$ cat src/hw/rtl/arpr_pkg.sv
// arpr_pkg: shared constants, codes and types for the arp resolver core
// depends on nothing; imported by every module under hw/rtl
package arpr_pkg;

   localparam int CACHE_ENTRIES = 16;
   localparam int WAIT_ENTRIES  = 8;
   localparam int HANDLE_BITS   = 8;

   localparam int CIDX_W = (CACHE_ENTRIES > 1) ? $clog2(CACHE_ENTRIES) : 1;
   localparam int WIDX_W = (WAIT_ENTRIES > 1) ? $clog2(WAIT_ENTRIES) : 1;
   localparam int SCAN_W = (CIDX_W > WIDX_W) ? CIDX_W : WIDX_W;

   localparam int MAC_W = 48;
   localparam int IP_W  = 32;
   localparam int AGE_W = 16;
   localparam int HDL_W = 8;

   localparam int CSR_ADDR_W = 5;
   localparam int CSR_DATA_W = 64;

   localparam logic [MAC_W-1:0] MAC_ONES = {MAC_W{1'b1}};
   localparam logic [AGE_W-1:0] AGE_MAX  = {AGE_W{1'b1}};
   localparam logic [AGE_W-1:0] CACHE_LIFE_RST = AGE_W'(30 * 1000);
   localparam logic [AGE_W-1:0] WAIT_LIFE_RST  = AGE_W'(5 * 1000);

   localparam logic [1:0] CMD_SEND  = 2'd0;
   localparam logic [1:0] CMD_FRAME = 2'd1;
   localparam logic [1:0] CMD_TICK  = 2'd2;

   localparam logic [1:0] KIND_IPV4 = 2'd0;
   localparam logic [1:0] KIND_ARP  = 2'd1;

   localparam logic [1:0] ACT_IPV4    = 2'd0;
   localparam logic [1:0] ACT_ARP_REQ = 2'd1;
   localparam logic [1:0] ACT_ARP_RPL = 2'd2;
   localparam logic [1:0] ACT_DELIVER = 2'd3;

   localparam logic [1:0] REG_OWN_MAC    = 2'd0;
   localparam logic [1:0] REG_OWN_IP     = 2'd1;
   localparam logic [1:0] REG_CACHE_LIFE = 2'd2;
   localparam logic [1:0] REG_WAIT_LIFE  = 2'd3;

   typedef logic [HANDLE_BITS-1:0] hdl_type;

   typedef enum logic [2:0] {
      ST_IDLE,
      ST_CSCAN,
      ST_CDONE,
      ST_WSCAN,
      ST_WDONE,
      ST_CAGE,
      ST_WAGE
   } state_type;

   typedef enum logic [1:0] {
      OP_SEND,
      OP_ARP_REQ,
      OP_ARP_RPL,
      OP_TICK
   } op_type;

   typedef struct packed {
      logic [MAC_W-1:0] own_mac;
      logic [IP_W-1:0]  own_ip;
      logic [AGE_W-1:0] cache_life;
      logic [AGE_W-1:0] wait_life;
   } cfg_type;

   typedef struct packed {
      logic [IP_W-1:0]  key;
      logic [IP_W-1:0]  ent_ip;
      logic             ent_valid;
      logic [AGE_W-1:0] ent_age;
      logic [AGE_W-1:0] best_age;
      logic [AGE_W-1:0] addend;
      logic [AGE_W-1:0] lifetime;
   } unit_in_type;

   typedef struct packed {
      logic             match;
      logic             older;
      logic [AGE_W-1:0] new_age;
      logic             expire;
   } unit_out_type;

endpackage

$ cat src/hw/rtl/arp_resolver_with_aging_core.sv
// arp_resolver_with_aging_core: top level, scan sequencer and both tables
// depends on arpr_pkg, arpr_csr, arpr_unit
//
// channel   | handshake             | payload
// ----------+-----------------------+-----------------------------------------
// request   | start / busy          | req_cmd .. req_elapsed_ms
// result    | rsp_valid (1 cycle)   | rsp_action .. rsp_handle_out
// registers | psel penable pwrite   | paddr pwdata prdata, pready tied high
//
// a frame to deliver or to ignore is answered from idle; a send scans the
// cache, then the wait table on a miss; an arp request scans the cache; an
// arp reply scans the cache, then the wait table; a tick ages the cache, then
// the wait table; the sequencer walks one table entry per cycle through the
// shared compare/age unit, and busy is high until it returns to idle
// reset clears valid bits, sequencer and registers; no clearing pass
// the result beat shows for one cycle and cannot be stalled
module arp_resolver_with_aging_core import arpr_pkg::*; (
   input  logic                  clock,
   input  logic                  reset,
   input  logic                  start,
   output logic                  busy,
   input  logic [1:0]            req_cmd,
   input  logic [IP_W-1:0]       req_next_hop_ip,
   input  logic [HDL_W-1:0]      req_payload_handle,
   input  logic [MAC_W-1:0]      req_frame_dst_mac,
   input  logic [1:0]            req_frame_kind,
   input  logic                  req_arp_is_reply,
   input  logic [IP_W-1:0]       req_arp_sender_ip,
   input  logic [MAC_W-1:0]      req_arp_sender_mac,
   input  logic [IP_W-1:0]       req_arp_target_ip,
   input  logic [AGE_W-1:0]      req_elapsed_ms,
   output logic                  rsp_valid,
   output logic [1:0]            rsp_action,
   output logic [MAC_W-1:0]      rsp_dest_mac,
   output logic [IP_W-1:0]       rsp_arp_target_ip_out,
   output logic [MAC_W-1:0]      rsp_arp_target_mac_out,
   output logic [HDL_W-1:0]      rsp_handle_out,
   input  logic                  psel,
   input  logic                  penable,
   input  logic                  pwrite,
   input  logic [CSR_ADDR_W-1:0] paddr,
   input  logic [CSR_DATA_W-1:0] pwdata,
   output logic [CSR_DATA_W-1:0] prdata,
   output logic                  pready
);

   cfg_type      cfg;
   unit_in_type  ui;
   unit_out_type uo;

   arpr_csr u_csr (
      .clock   (clock),
      .reset   (reset),
      .psel    (psel),
      .penable (penable),
      .pwrite  (pwrite),
      .paddr   (paddr),
      .pwdata  (pwdata),
      .prdata  (prdata),
      .pready  (pready),
      .cfg     (cfg)
   );

   arpr_unit u_unit (
      .ui (ui),
      .uo (uo)
   );

   // tables
   logic [CACHE_ENTRIES-1:0] cvalid_ff, cvalid_in;
   logic [IP_W-1:0]          cip_ff  [CACHE_ENTRIES];
   logic [MAC_W-1:0]         cmac_ff [CACHE_ENTRIES];
   logic [AGE_W-1:0]         cage_ff [CACHE_ENTRIES];
   logic [WAIT_ENTRIES-1:0]  wvalid_ff, wvalid_in;
   logic [IP_W-1:0]          wip_ff  [WAIT_ENTRIES];
   hdl_type                  whdl_ff [WAIT_ENTRIES];
   logic [AGE_W-1:0]         wage_ff [WAIT_ENTRIES];

   // table write controls
   logic              c_we, c_age_we, w_we, w_age_we;
   logic [CIDX_W-1:0] c_widx;
   logic [WIDX_W-1:0] w_widx;
   logic [AGE_W-1:0]  age_wval;

   // sequencer state
   state_type         state_ff, state_in;
   op_type            op_ff, op_in;
   logic [SCAN_W-1:0] scan_ff, scan_in;
   logic [IP_W-1:0]   key_ff, key_in;
   logic [MAC_W-1:0]  smac_ff, smac_in;
   logic [IP_W-1:0]   tip_ff, tip_in;
   hdl_type           hdl_ff, hdl_in;
   logic [AGE_W-1:0]  elapsed_ff, elapsed_in;

   logic              c_hit_ff, c_hit_in;
   logic [CIDX_W-1:0] c_hit_idx_ff, c_hit_idx_in;
   logic [MAC_W-1:0]  c_mac_ff, c_mac_in;
   logic              c_free_ff, c_free_in;
   logic [CIDX_W-1:0] c_free_idx_ff, c_free_idx_in;
   logic [CIDX_W-1:0] c_old_idx_ff, c_old_idx_in;
   logic [AGE_W-1:0]  c_old_age_ff, c_old_age_in;
   logic              w_hit_ff, w_hit_in;
   logic [WIDX_W-1:0] w_hit_idx_ff, w_hit_idx_in;
   hdl_type           w_hdl_ff, w_hdl_in;
   logic              w_free_ff, w_free_in;
   logic [WIDX_W-1:0] w_free_idx_ff, w_free_idx_in;

   logic             rsp_valid_ff, rsp_valid_in;
   logic [1:0]       rsp_action_ff, rsp_action_in;
   logic [MAC_W-1:0] rsp_dmac_ff, rsp_dmac_in;
   logic [IP_W-1:0]  rsp_tip_ff, rsp_tip_in;
   logic [MAC_W-1:0] rsp_tmac_ff, rsp_tmac_in;
   logic [HDL_W-1:0] rsp_hdl_ff, rsp_hdl_in;

   logic [CIDX_W-1:0] cidx;
   logic [WIDX_W-1:0] widx;
   logic              c_last, w_last, for_us, in_wait;

   assign cidx    = scan_ff[CIDX_W-1:0];
   assign widx    = scan_ff[WIDX_W-1:0];
   assign c_last  = (cidx == CIDX_W'(CACHE_ENTRIES - 1));
   assign w_last  = (widx == WIDX_W'(WAIT_ENTRIES - 1));
   assign for_us  = (req_frame_dst_mac == cfg.own_mac) || (req_frame_dst_mac == MAC_ONES);
   assign in_wait = (state_ff == ST_WSCAN) || (state_ff == ST_WAGE);
   assign busy    = (state_ff != ST_IDLE);

   assign rsp_valid              = rsp_valid_ff;
   assign rsp_action             = rsp_action_ff;
   assign rsp_dest_mac           = rsp_dmac_ff;
   assign rsp_arp_target_ip_out  = rsp_tip_ff;
   assign rsp_arp_target_mac_out = rsp_tmac_ff;
   assign rsp_handle_out         = rsp_hdl_ff;

   // operand select for the shared unit
   always_comb begin
      ui.key      = key_ff;
      ui.best_age = c_old_age_ff;
      ui.addend   = elapsed_ff;
      if (in_wait) begin
         ui.ent_ip    = wip_ff[widx];
         ui.ent_valid = wvalid_ff[widx];
         ui.ent_age   = wage_ff[widx];
         ui.lifetime  = cfg.wait_life;
      end else begin
         ui.ent_ip    = cip_ff[cidx];
         ui.ent_valid = cvalid_ff[cidx];
         ui.ent_age   = cage_ff[cidx];
         ui.lifetime  = cfg.cache_life;
      end
   end

   always_comb begin
      state_in      = state_ff;
      op_in         = op_ff;
      scan_in       = scan_ff;
      key_in        = key_ff;
      smac_in       = smac_ff;
      tip_in        = tip_ff;
      hdl_in        = hdl_ff;
      elapsed_in    = elapsed_ff;
      c_hit_in      = c_hit_ff;
      c_hit_idx_in  = c_hit_idx_ff;
      c_mac_in      = c_mac_ff;
      c_free_in     = c_free_ff;
      c_free_idx_in = c_free_idx_ff;
      c_old_idx_in  = c_old_idx_ff;
      c_old_age_in  = c_old_age_ff;
      w_hit_in      = w_hit_ff;
      w_hit_idx_in  = w_hit_idx_ff;
      w_hdl_in      = w_hdl_ff;
      w_free_in     = w_free_ff;
      w_free_idx_in = w_free_idx_ff;
      rsp_valid_in  = 1'b0;
      rsp_action_in = rsp_action_ff;
      rsp_dmac_in   = rsp_dmac_ff;
      rsp_tip_in    = rsp_tip_ff;
      rsp_tmac_in   = rsp_tmac_ff;
      rsp_hdl_in    = rsp_hdl_ff;
      cvalid_in     = cvalid_ff;
      wvalid_in     = wvalid_ff;
      c_we          = 1'b0;
      c_age_we      = 1'b0;
      w_we          = 1'b0;
      w_age_we      = 1'b0;
      c_widx        = cidx;
      w_widx        = widx;
      age_wval      = uo.new_age;

      case (state_ff)
         ST_IDLE: begin
            scan_in   = '0;
            c_hit_in  = 1'b0;
            c_free_in = 1'b0;
            if (start) begin
               case (req_cmd)
                  CMD_SEND: begin
                     op_in    = OP_SEND;
                     key_in   = req_next_hop_ip;
                     hdl_in   = hdl_type'(req_payload_handle);
                     state_in = ST_CSCAN;
                  end
                  CMD_FRAME: begin
                     if (for_us && req_frame_kind == KIND_IPV4) begin
                        rsp_valid_in  = 1'b1;
                        rsp_action_in = ACT_DELIVER;
                        rsp_dmac_in   = '0;
                        rsp_tip_in    = '0;
                        rsp_tmac_in   = '0;
                        rsp_hdl_in    = HDL_W'(hdl_type'(req_payload_handle));
                     end else if (for_us && req_frame_kind == KIND_ARP) begin
                        op_in    = req_arp_is_reply ? OP_ARP_RPL : OP_ARP_REQ;
                        key_in   = req_arp_sender_ip;
                        smac_in  = req_arp_sender_mac;
                        tip_in   = req_arp_target_ip;
                        state_in = ST_CSCAN;
                     end
                  end
                  CMD_TICK: begin
                     op_in      = OP_TICK;
                     elapsed_in = req_elapsed_ms;
                     state_in   = ST_CAGE;
                  end
                  default: state_in = ST_IDLE;
               endcase
            end
         end

         ST_CSCAN: begin
            if (uo.match && !c_hit_ff) begin
               c_hit_in     = 1'b1;
               c_hit_idx_in = cidx;
               c_mac_in     = cmac_ff[cidx];
            end
            if (!cvalid_ff[cidx] && !c_free_ff) begin
               c_free_in     = 1'b1;
               c_free_idx_in = cidx;
            end
            // oldest entry, lowest index wins a tie
            if (cidx == '0 || uo.older) begin
               c_old_idx_in = cidx;
               c_old_age_in = ui.ent_age;
            end
            if (c_last) begin
               state_in = ST_CDONE;
            end else begin
               scan_in = scan_ff + SCAN_W'(1);
            end
         end

         ST_CDONE: begin
            scan_in   = '0;
            w_hit_in  = 1'b0;
            w_free_in = 1'b0;
            if (op_ff == OP_SEND) begin
               if (c_hit_ff) begin
                  rsp_valid_in  = 1'b1;
                  rsp_action_in = ACT_IPV4;
                  rsp_dmac_in   = c_mac_ff;
                  rsp_tip_in    = '0;
                  rsp_tmac_in   = '0;
                  rsp_hdl_in    = HDL_W'(hdl_ff);
                  state_in      = ST_IDLE;
               end else begin
                  state_in = ST_WSCAN;
               end
            end else begin
               // learn: existing entry, else first free, else oldest
               c_we   = 1'b1;
               c_widx = c_hit_ff ? c_hit_idx_ff : (c_free_ff ? c_free_idx_ff : c_old_idx_ff);
               cvalid_in[c_widx] = 1'b1;
               if (op_ff == OP_ARP_REQ) begin
                  if (tip_ff == cfg.own_ip) begin
                     rsp_valid_in  = 1'b1;
                     rsp_action_in = ACT_ARP_RPL;
                     rsp_dmac_in   = smac_ff;
                     rsp_tip_in    = key_ff;
                     rsp_tmac_in   = smac_ff;
                     rsp_hdl_in    = '0;
                  end
                  state_in = ST_IDLE;
               end else begin
                  state_in = ST_WSCAN;
               end
            end
         end

         ST_WSCAN: begin
            if (uo.match && !w_hit_ff) begin
               w_hit_in     = 1'b1;
               w_hit_idx_in = widx;
               w_hdl_in     = whdl_ff[widx];
            end
            if (!wvalid_ff[widx] && !w_free_ff) begin
               w_free_in     = 1'b1;
               w_free_idx_in = widx;
            end
            if (w_last) begin
               state_in = ST_WDONE;
            end else begin
               scan_in = scan_ff + SCAN_W'(1);
            end
         end

         ST_WDONE: begin
            state_in = ST_IDLE;
            if (op_ff == OP_SEND) begin
               if (!w_hit_ff && w_free_ff) begin
                  w_we   = 1'b1;
                  w_widx = w_free_idx_ff;
                  wvalid_in[w_widx] = 1'b1;
                  rsp_valid_in  = 1'b1;
                  rsp_action_in = ACT_ARP_REQ;
                  rsp_dmac_in   = MAC_ONES;
                  rsp_tip_in    = key_ff;
                  rsp_tmac_in   = '0;
                  rsp_hdl_in    = '0;
               end
            end else if (w_hit_ff) begin
               wvalid_in[w_hit_idx_ff] = 1'b0;
               rsp_valid_in  = 1'b1;
               rsp_action_in = ACT_IPV4;
               rsp_dmac_in   = smac_ff;
               rsp_tip_in    = '0;
               rsp_tmac_in   = '0;
               rsp_hdl_in    = HDL_W'(w_hdl_ff);
            end
         end

         ST_CAGE: begin
            if (cvalid_ff[cidx]) begin
               c_age_we = 1'b1;
               if (uo.expire) begin
                  cvalid_in[cidx] = 1'b0;
               end
            end
            if (c_last) begin
               scan_in  = '0;
               state_in = ST_WAGE;
            end else begin
               scan_in = scan_ff + SCAN_W'(1);
            end
         end

         ST_WAGE: begin
            if (wvalid_ff[widx]) begin
               w_age_we = 1'b1;
               if (uo.expire) begin
                  wvalid_in[widx] = 1'b0;
               end
            end
            if (w_last) begin
               scan_in  = '0;
               state_in = ST_IDLE;
            end else begin
               scan_in = scan_ff + SCAN_W'(1);
            end
         end

         default: state_in = ST_IDLE;
      endcase
   end

   always_ff @(posedge clock) begin
      if (reset) begin
         state_ff     <= ST_IDLE;
         op_ff        <= OP_SEND;
         scan_ff      <= '0;
         cvalid_ff    <= '0;
         wvalid_ff    <= '0;
         rsp_valid_ff <= 1'b0;
         c_hit_ff     <= 1'b0;
         c_free_ff    <= 1'b0;
         w_hit_ff     <= 1'b0;
         w_free_ff    <= 1'b0;
      end else begin
         state_ff     <= state_in;
         op_ff        <= op_in;
         scan_ff      <= scan_in;
         cvalid_ff    <= cvalid_in;
         wvalid_ff    <= wvalid_in;
         rsp_valid_ff <= rsp_valid_in;
         c_hit_ff     <= c_hit_in;
         c_free_ff    <= c_free_in;
         w_hit_ff     <= w_hit_in;
         w_free_ff    <= w_free_in;
      end
   end

   always_ff @(posedge clock) begin
      key_ff        <= key_in;
      smac_ff       <= smac_in;
      tip_ff        <= tip_in;
      hdl_ff        <= hdl_in;
      elapsed_ff    <= elapsed_in;
      c_hit_idx_ff  <= c_hit_idx_in;
      c_mac_ff      <= c_mac_in;
      c_free_idx_ff <= c_free_idx_in;
      c_old_idx_ff  <= c_old_idx_in;
      c_old_age_ff  <= c_old_age_in;
      w_hit_idx_ff  <= w_hit_idx_in;
      w_hdl_ff      <= w_hdl_in;
      w_free_idx_ff <= w_free_idx_in;
      rsp_action_ff <= rsp_action_in;
      rsp_dmac_ff   <= rsp_dmac_in;
      rsp_tip_ff    <= rsp_tip_in;
      rsp_tmac_ff   <= rsp_tmac_in;
      rsp_hdl_ff    <= rsp_hdl_in;
   end

   // cache payload
   always_ff @(posedge clock) begin
      if (c_we) begin
         cip_ff[c_widx]  <= key_ff;
         cmac_ff[c_widx] <= smac_ff;
         cage_ff[c_widx] <= '0;
      end else if (c_age_we) begin
         cage_ff[c_widx] <= age_wval;
      end
   end

   // wait table payload
   always_ff @(posedge clock) begin
      if (w_we) begin
         wip_ff[w_widx]  <= key_ff;
         whdl_ff[w_widx] <= hdl_ff;
         wage_ff[w_widx] <= '0;
      end else if (w_age_we) begin
         wage_ff[w_widx] <= age_wval;
      end
   end

`ifndef SYNTHESIS
   a_tick_ages: assert property (@(posedge clock) disable iff (reset)
      (start && !busy && req_cmd == CMD_TICK) |=> (state_ff == ST_CAGE))
      else $error("tick did not start the aging scan");

   a_req_bcast: assert property (@(posedge clock) disable iff (reset)
      (rsp_valid && rsp_action == ACT_ARP_REQ) |->
      (rsp_dest_mac == MAC_ONES && rsp_handle_out == '0))
      else $error("arp request beat not broadcast");

   a_pending_drop: assert property (@(posedge clock) disable iff (reset)
      (state_ff == ST_WDONE && op_ff == OP_SEND && w_hit_ff) |=> !rsp_valid)
      else $error("send with pending wait produced a beat");

   a_aging_quiet: assert property (@(posedge clock) disable iff (reset)
      (state_ff == ST_CAGE || state_ff == ST_WAGE) |=> !rsp_valid)
      else $error("aging scan produced a beat");
`endif

endmodule

$ cat src/hw/rtl/arpr_csr.sv
// arpr_csr: apb register file for own addresses and table lifetimes
// depends on arpr_pkg
module arpr_csr import arpr_pkg::*; (
   input  logic                  clock,
   input  logic                  reset,
   input  logic                  psel,
   input  logic                  penable,
   input  logic                  pwrite,
   input  logic [CSR_ADDR_W-1:0] paddr,
   input  logic [CSR_DATA_W-1:0] pwdata,
   output logic [CSR_DATA_W-1:0] prdata,
   output logic                  pready,
   output cfg_type               cfg
);

   cfg_type    cfg_ff, cfg_in;
   logic [1:0] reg_idx;
   logic       wr_en;

   assign reg_idx = paddr[CSR_ADDR_W-1:3];
   assign wr_en   = psel && penable && pwrite;
   assign pready  = 1'b1;
   assign cfg     = cfg_ff;

   always_comb begin
      cfg_in = cfg_ff;
      if (wr_en) begin
         case (reg_idx)
            REG_OWN_MAC:    cfg_in.own_mac    = pwdata[MAC_W-1:0];
            REG_OWN_IP:     cfg_in.own_ip     = pwdata[IP_W-1:0];
            REG_CACHE_LIFE: cfg_in.cache_life = pwdata[AGE_W-1:0];
            REG_WAIT_LIFE:  cfg_in.wait_life  = pwdata[AGE_W-1:0];
            default:        cfg_in = cfg_ff;
         endcase
      end
   end

   always_comb begin
      case (reg_idx)
         REG_OWN_MAC:    prdata = CSR_DATA_W'(cfg_ff.own_mac);
         REG_OWN_IP:     prdata = CSR_DATA_W'(cfg_ff.own_ip);
         REG_CACHE_LIFE: prdata = CSR_DATA_W'(cfg_ff.cache_life);
         REG_WAIT_LIFE:  prdata = CSR_DATA_W'(cfg_ff.wait_life);
         default:        prdata = '0;
      endcase
   end

   always_ff @(posedge clock) begin
      if (reset) begin
         cfg_ff.own_mac    <= '0;
         cfg_ff.own_ip     <= '0;
         cfg_ff.cache_life <= CACHE_LIFE_RST;
         cfg_ff.wait_life  <= WAIT_LIFE_RST;
      end else begin
         cfg_ff <= cfg_in;
      end
   end

endmodule

$ cat src/hw/rtl/arpr_unit.sv
// arpr_unit: shared compare and saturating age unit used by every table scan
// depends on arpr_pkg
module arpr_unit import arpr_pkg::*; (
   input  unit_in_type  ui,
   output unit_out_type uo
);

   logic [AGE_W:0] sum;

   always_comb begin
      sum        = {1'b0, ui.ent_age} + {1'b0, ui.addend};
      uo.match   = ui.ent_valid && (ui.ent_ip == ui.key);
      uo.older   = ui.ent_age > ui.best_age;
      uo.new_age = sum[AGE_W] ? AGE_MAX : sum[AGE_W-1:0];
      uo.expire  = uo.new_age >= ui.lifetime;
   end

endmodule

$ cat config.mk
export PLATFORM = sky130hd
export DESIGN_NAME = arp_resolver_with_aging_core
export DESIGN_NICKNAME = d
export VERILOG_FILES = /design/src/hw/rtl/arpr_pkg.sv /design/src/hw/rtl/arp_resolver_with_aging_core.sv /design/src/hw/rtl/arpr_csr.sv /design/src/hw/rtl/arpr_unit.sv
export SDC_FILE = /design/constraint.sdc
export NUM_CORES = 2
export LEC_CHECK = 0
export BUFFER_PORTS_ARGS = -buffer_cell sky130_fd_sc_hd__buf_2
export CORE_ASPECT_RATIO = 1.2
export CORE_MARGIN = 1.5
export CORE_UTILIZATION = 63
export CTS_BUF_LIST = sky130_fd_sc_hd__clkbuf_8
export CTS_CLUSTER_SIZE = 12
export DETAILED_ROUTE_END_ITERATION = 10
export PLACE_DENSITY = 0.87
export SLEW_MARGIN = 20
export SYNTH_ARGS = -nofsm -noshare
export SYNTH_HDL_FRONTEND = slang
export SYNTH_HIERARCHICAL = 1
export SYNTH_SLANG_ARGS = --single-unit
export TNS_END_PERCENT = 100
$ cat constraint.sdc
create_clock -name clock -period 9.66 [get_ports clock]
set_clock_uncertainty 0.05 [all_clocks]
set_input_delay 0.966 -clock clock [delete_from_list [all_inputs] [get_ports clock]]
set_output_delay 0.966 -clock clock [all_outputs]
set_load 0.005 [all_outputs]
## Word level (Yosys, flattened, before mapping)

Memory sizes are Yosys's and may differ from the RTL's. A register that Yosys moved wholly into a read port is not among the register bits.
Index checks and enable logic that the tools add are counted.

| word-level totals | value |
|---|---|
| output and inout port bits | 205 |
| word-level logic and storage cells | 326 |
| bits in writable memories | 1984 |
| input bits | 296 |
| bits in registers | 458 |
| memories | 6 |

Memories:

| name | words | bits a word | rd ports | clocked after memory_dff | write ports | line | text |
|---|---|---|---|---|---|---|---|
| cmac_ff | 16 | 48 | 1 | 1 | 1 | arp_resolver_with_aging_core.sv:72 | `logic [MAC_W-1:0] cmac_ff [CACHE_ENTRIES];` |
| cip_ff | 16 | 32 | 1 | 1 | 1 | arp_resolver_with_aging_core.sv:71 | `logic [IP_W-1:0] cip_ff [CACHE_ENTRIES];` |
| cage_ff | 16 | 16 | 1 | 1 | 1 | arp_resolver_with_aging_core.sv:73 | `logic [AGE_W-1:0] cage_ff [CACHE_ENTRIES];` |
| wip_ff | 8 | 32 | 1 | 1 | 1 | arp_resolver_with_aging_core.sv:75 | `logic [IP_W-1:0] wip_ff [WAIT_ENTRIES];` |
| wage_ff | 8 | 16 | 1 | 1 | 1 | arp_resolver_with_aging_core.sv:77 | `logic [AGE_W-1:0] wage_ff [WAIT_ENTRIES];` |
| whdl_ff | 8 | 8 | 1 | 1 | 1 | arp_resolver_with_aging_core.sv:76 | `hdl_type whdl_ff [WAIT_ENTRIES];` |

| cells by class | value |
|---|---|
| add/subtract/negate cells | 2 |
| order comparisons | 12 |
| reductions and logical operators | 63 |
| equality and inequality tests | 46 |
| multiplexer cells | 156 |
| bitwise operators | 11 |

Operators with widths:

| kind | count |
|---|---|
| $mux W48 | 15 |
| $mux W32 | 12 |
| $pmux W48 S3 | 2 |
| $pmux W64 S4 | 1 |
| $mux W8 | 15 |
| $mux W16 | 7 |
| $pmux W32 S3 | 1 |
| $eq A32 B32 Y1 | 2 |
| $pmux W32 S2 | 1 |
| $mux W49 | 1 |
| $eq A48 B48 Y1 | 1 |
| $eq A48 B48 Y1 const B | 1 |
| $mux W4 | 12 |
| $mux W3 | 15 |
| $mux W1 | 39 |
| $pmux W16 S2 | 1 |
| $mux W2 | 15 |
| $ne A2 B2 Y1 const B | 14 |
| $reduce_and A2 Y1 | 13 |
| $pmux W8 S3 | 1 |
| $ne A3 B3 Y1 const B | 7 |
| $pmux W4 S5 | 1 |
| $reduce_and A5 Y1 | 4 |
| $pmux W3 S6 | 1 |
| 46 further kinds | 108 |

## Depth between registers and ports, before layout

| depth | value |
|---|---|
| word-level depth | 9 |
| gate-level depth with buffers | 25 |
| gate-level depth less buffers | 23 |

## Modules after synthesis

The synthesis kept the hierarchy.

By module, submodules not included:

| module | area an instance (sq um) | instances | cells an instance | seq. area each (sq um) |
|---|---|---|---|---|
| arp_resolver_with_aging_core | 91370.1 | 1 | 4751 | 71348.4 |
| arpr_csr | 5509.0 | 1 | 532 | 2242.2 |
| arpr_unit | 2000.7 | 1 | 270 | 0.0 |

## Least setup slack after synthesis

OpenSTA, ideal clock, no wires.

| timing path | value |
|---|---|
| path kind | register to register |
| from | reg with a tool-made name |
| to | reg c_hit_idx_ff[0] (enable) |
| cell stages (with the launch flop) | 15 |
| path buffers | 3 |
| required time | 9.082 ns |
| setup slack | 2.548 ns |
| arrival time | 6.533 ns |
| clock period less this slack | 7.112 ns |
| setup time | 0.528 ns |
| cells stage by stage | dfxtp_1 > buf_2 > buf_6 > buf_2 > mux4_2 > mux4_2 > nand2_1 > o21ai_1 > xnor2_1 > nand4_1 > nor4_1 > nand4_1 > nor4_1 > nand2b_1 > nor3_1 |

RTL lines:

| what | line | text |
|---|---|---|
| end signal, assigned | arp_resolver_with_aging_core.sv:395 | `c_hit_idx_ff <= c_hit_idx_in;` |
| end, declared | arp_resolver_with_aging_core.sv:96 | `logic [CIDX_W-1:0] c_hit_idx_ff, c_hit_idx_in;` |

==> reports/qor.txt <==
Layout area overhead: 12.7%
Startpoint Class: flip-flop
Cell Int Power: 17.4 mW
Vias in the first global route: 61274
Final Cell Area: 111000 um2
Dpl cell area: 104000 um2
Drt drc: 0
Area leader, netlist: edfxtp_1
Mapped Area: 98900 um2
Via/cell ratio: 6.85
DP Cell Count: 7937
Hold path startpoint: req_payload_handle[5]
CTS clk-pin slew, worst paths: 60 ps
Distinct cells, synth: 85
Mapped Avg Cell Area: 17.8 um2
Final std cells w/o fill: 8700
Num CTS Buffers: 372
Seq pwr share: 52.5%
Min cycle time layout: 7510 ps
Post-synthesis sequential area ratio: 74.4%
WL/cell: 31.9 um
Final period utilization: 77.7%
CTS Root Cell: clkbuf_8
Initial Util: 63.3%
Worst vdd ir: 0.221 mV
H-Tree Depth: 5
Final wirelength: 277000 um
RSZ-0062 raised after global routing: no
Largest fanout on the critical path: 36
Nets: 6670
CTS tree: built
Worst EP required: 10540 ps
PD cells: 212 nW/um2
Final setup fails: 0
First-pass GRT wire length: 398000 um
Clk sinks: 2502
Worst hold path class: input pin to flip-flop
Clk pwr share: 34.3%
Net Switching: 6.22 mW
Detailed placement HPWL: 148000 um
Fraction of registers with async set/reset: 0%
Worst setup EP type: flip-flop
Count of final hold-check violations: 0
Max_cap viols: 0
Post-route ant nets: 0
Slew @ Worst Pin: 1230 ps
Outcome: finished, final reports clean
Die area: 159000 um2
Num rows: 159
Die width: 365 um
Critical Path AT: 8390 ps
Clk Latency, worst-skew pair: 1100 ps
Tot GR Track Use: 34.7%
CTS resizes: 0
Die H: 437 um
Core area: 156000 um2
Routability cong.: 0.934
Pin count of the biggest net entering global routing: 108
Syn Inst Count: 5553
Syn. warnings: 6
Hold slack: 61.7 ps
Comb pwr share: 13.2%
DR vias: 59598
Initial antenna violation count: 23
Slew Viols, Final: 0
Cells taking the most area after synthesis: edfxtp_1 (71%), mux4_2 (8.2%), dfxtp_1 (3.1%)
Synth Register Bits: 2502
# IOs: 501
Post-synth EDFFs: 2348
Layout cells sized above 1: 23.8%
Main synth FF type: edfxtp_1
Fmax: 133 MHz
Leakage: 35.8 nW
Initial DRC Count: 9531
Critical path type: flip-flop to flip-flop
Initial DRT Pass Iterations: 7
Rel. slew slack: 18.2%
Clock Path Buffers: 4
Setup_tns: 0 ps
Sw Share: 26.3%
Grt ovf: 0
IO Port Bufs: 464
Yosys top cell area share: 71.3%
[layout make-up]
cell class	instances	area [um2]
Inverter	48	180
Sequential cell	2502	73600
Fill cell	8456	44700
Multi-Input combinational cell	2687	23800
Timing Repair Buffer	704	4430
Clock inverter	268	1470
Clock buffer	381	5240
Antenna cell	17	42.5
Tap cell	2093	2620
[layout by cell type (no fill, tap or decap), drive strengths merged, types with 12 or more instances in the layout]
cell type / netlist / final
o31ai: 21 / 21
mux4: 359 / 359
ha: 58 / 58
a22oi: 167 / 167
and2: 53 / 53
nand2b: 131 / 131
nand3: 71 / 71
nor4: 14 / 14
nand2: 271 / 271
inv: 48 / 164
dlygate4sd3: 0 / 96
nor3: 26 / 26
mux2: 60 / 60
edfxtp: 2348 / 2348
clkinv: 0 / 129
nand4: 66 / 66
xnor2: 118 / 118
conb: 2 / 17
mux2i: 261 / 261
dfxtp: 154 / 154
clkbuf: 153 / 381
and3: 57 / 57
o21a: 12 / 12
nor2b: 46 / 46
a221oi: 35 / 35
buf: 178 / 608
a21o: 14 / 14
a211oi: 14 / 14
nor2: 210 / 210
a31oi: 46 / 46
bufinv: 0 / 14
a22o: 32 / 32
diode: 0 / 17
o21ai: 215 / 215
a21oi: 233 / 233
[flip-flops by register name, summed over array words and instances, names as in the netlist, 16 cells and up, named ones only]
signal	count
wip_ff	256
elapsed_ff	16
u_csr/cfg	112
cage_ff	256
tip_ff	32
rsp_arp_target_mac_out	48
cmac_ff	768
wage_ff	128
smac_ff	48
whdl_ff	64
c_mac_ff	48
c_old_age_ff	16
cvalid_ff	16
rsp_dest_mac	48
key_ff	32
cip_ff	512
rsp_arp_target_ip_out	32
[per-stage QoR]
stage / power [mW] / utilization (%) / setup slack (ps)
floorplan: 14.4 / - / 2550
global placement: 15.4 / 66.4 / 2360
detailed placement: 15.5 / 66.4 / 2350
CTS: 23.4 / 71.3 / 2310
global route: 24.2 / 71.4 / 1830
finish: 23.6 / 71.4 / 2150
[metal layers]
metal	vias to the layer above	global-route usage, %	wire length (um)
met1	29041	43.5	87400
met4	8	17.9	15900
met2	5745	56.2	135000
li1	23608	-	-
met5	-	0	49
met3	1196	8.83	38600
[path summary, 6_finish.rpt]
check	depth (start not counted)	endpoint	slack (ps)
setup / recovery	20	cvalid_ff[14]$_SDFFE_PP0P_	2150
hold / removal	1	hdl_ff[5]$_DFFE_PP_	60
setup reg to reg	20	cvalid_ff[14]$_SDFFE_PP0P_	2150
hold reg to reg	2	u_csr/cfg[31]$_SDFFE_PP0P_	440
[power groups by stage]
stage	logic (mW)	registers, mW	clock network, mW
floorplan	1.92	12.5	0
global route	3.26	12.4	8.51
CTS	3.03	12.4	8.04
detailed placement	2.93	12.6	0
global placement	2.81	12.6	0
finish	3.13	12.4	8.09
[worst max-delay path, stage by stage (launching register included)]
cell,delay [ps]
dfxtp_4,840
buf_4,650
mux4_2,580
mux4_2,450
nand2_1,110
o21ai_1,210
ha_1,480
a21o_1,230
a21o_1,180
a21oi_2,190
o21ai_1,110
a21oi_2,610
nand2_1,290
ha_1,400
nand3_1,110
nor3_1,220
o2111ai_1,130
a21oi_1,800
and3_4,370
a31oi_1,90
o21a_1,220
[cell usage after synthesis, types with 6 or more instances]
| library cell | number |
|---|---|
| edfxtp_1 | 2348 |
| mux4_2 | 359 |
| nand2_1 | 269 |
| mux2i_1 | 261 |
| a21oi_1 | 228 |
| nor2_1 | 205 |
| o21ai_0 | 170 |
| a22oi_1 | 167 |
| dfxtp_1 | 154 |
| clkbuf_1 | 151 |
| nand2b_1 | 131 |
| xnor2_1 | 118 |
| buf_2 | 109 |
| nand3_1 | 69 |
| nand4_1 | 66 |
| ha_1 | 58 |
| mux2_2 | 56 |
| and3_1 | 54 |
| and2_1 | 53 |
| inv_1 | 46 |
| nor2b_1 | 46 |
| a31oi_1 | 45 |
| o21ai_1 | 44 |
| a221oi_1 | 34 |
| buf_4 | 33 |
| a22o_1 | 32 |
| buf_1 | 21 |
| o31ai_1 | 21 |
| nor3_1 | 19 |
| a21o_1 | 14 |
| nor4_1 | 14 |
| buf_6 | 12 |
| o21a_1 | 12 |
| a211oi_1 | 10 |
| o211a_1 | 9 |
| xor2_1 | 8 |
| nor3_2 | 6 |
[logic make-up after synthesis]
logic type / count (synthesis) / share of synthesized area, %
flops: 2502 / 74.4
simple gates: 965 / 4.90
compound gates: 840 / 5.44
mux: 680 / 11.5
buf+inv: 379 / 1.84
xor+xnor: 126 / 1.12
fa+ha+maj: 59 / 0.754
other cells: 2 / 0.00760
[what timing repair did]
action / CTS / global route
setup buffers: 0 / 0
endpoints found under the hold margin: 96 / 0
endpoints found under the setup margin: 0 / 0
hold buffers: 96 / 0
Note: power is estimated with default switching activity, not from simulation.
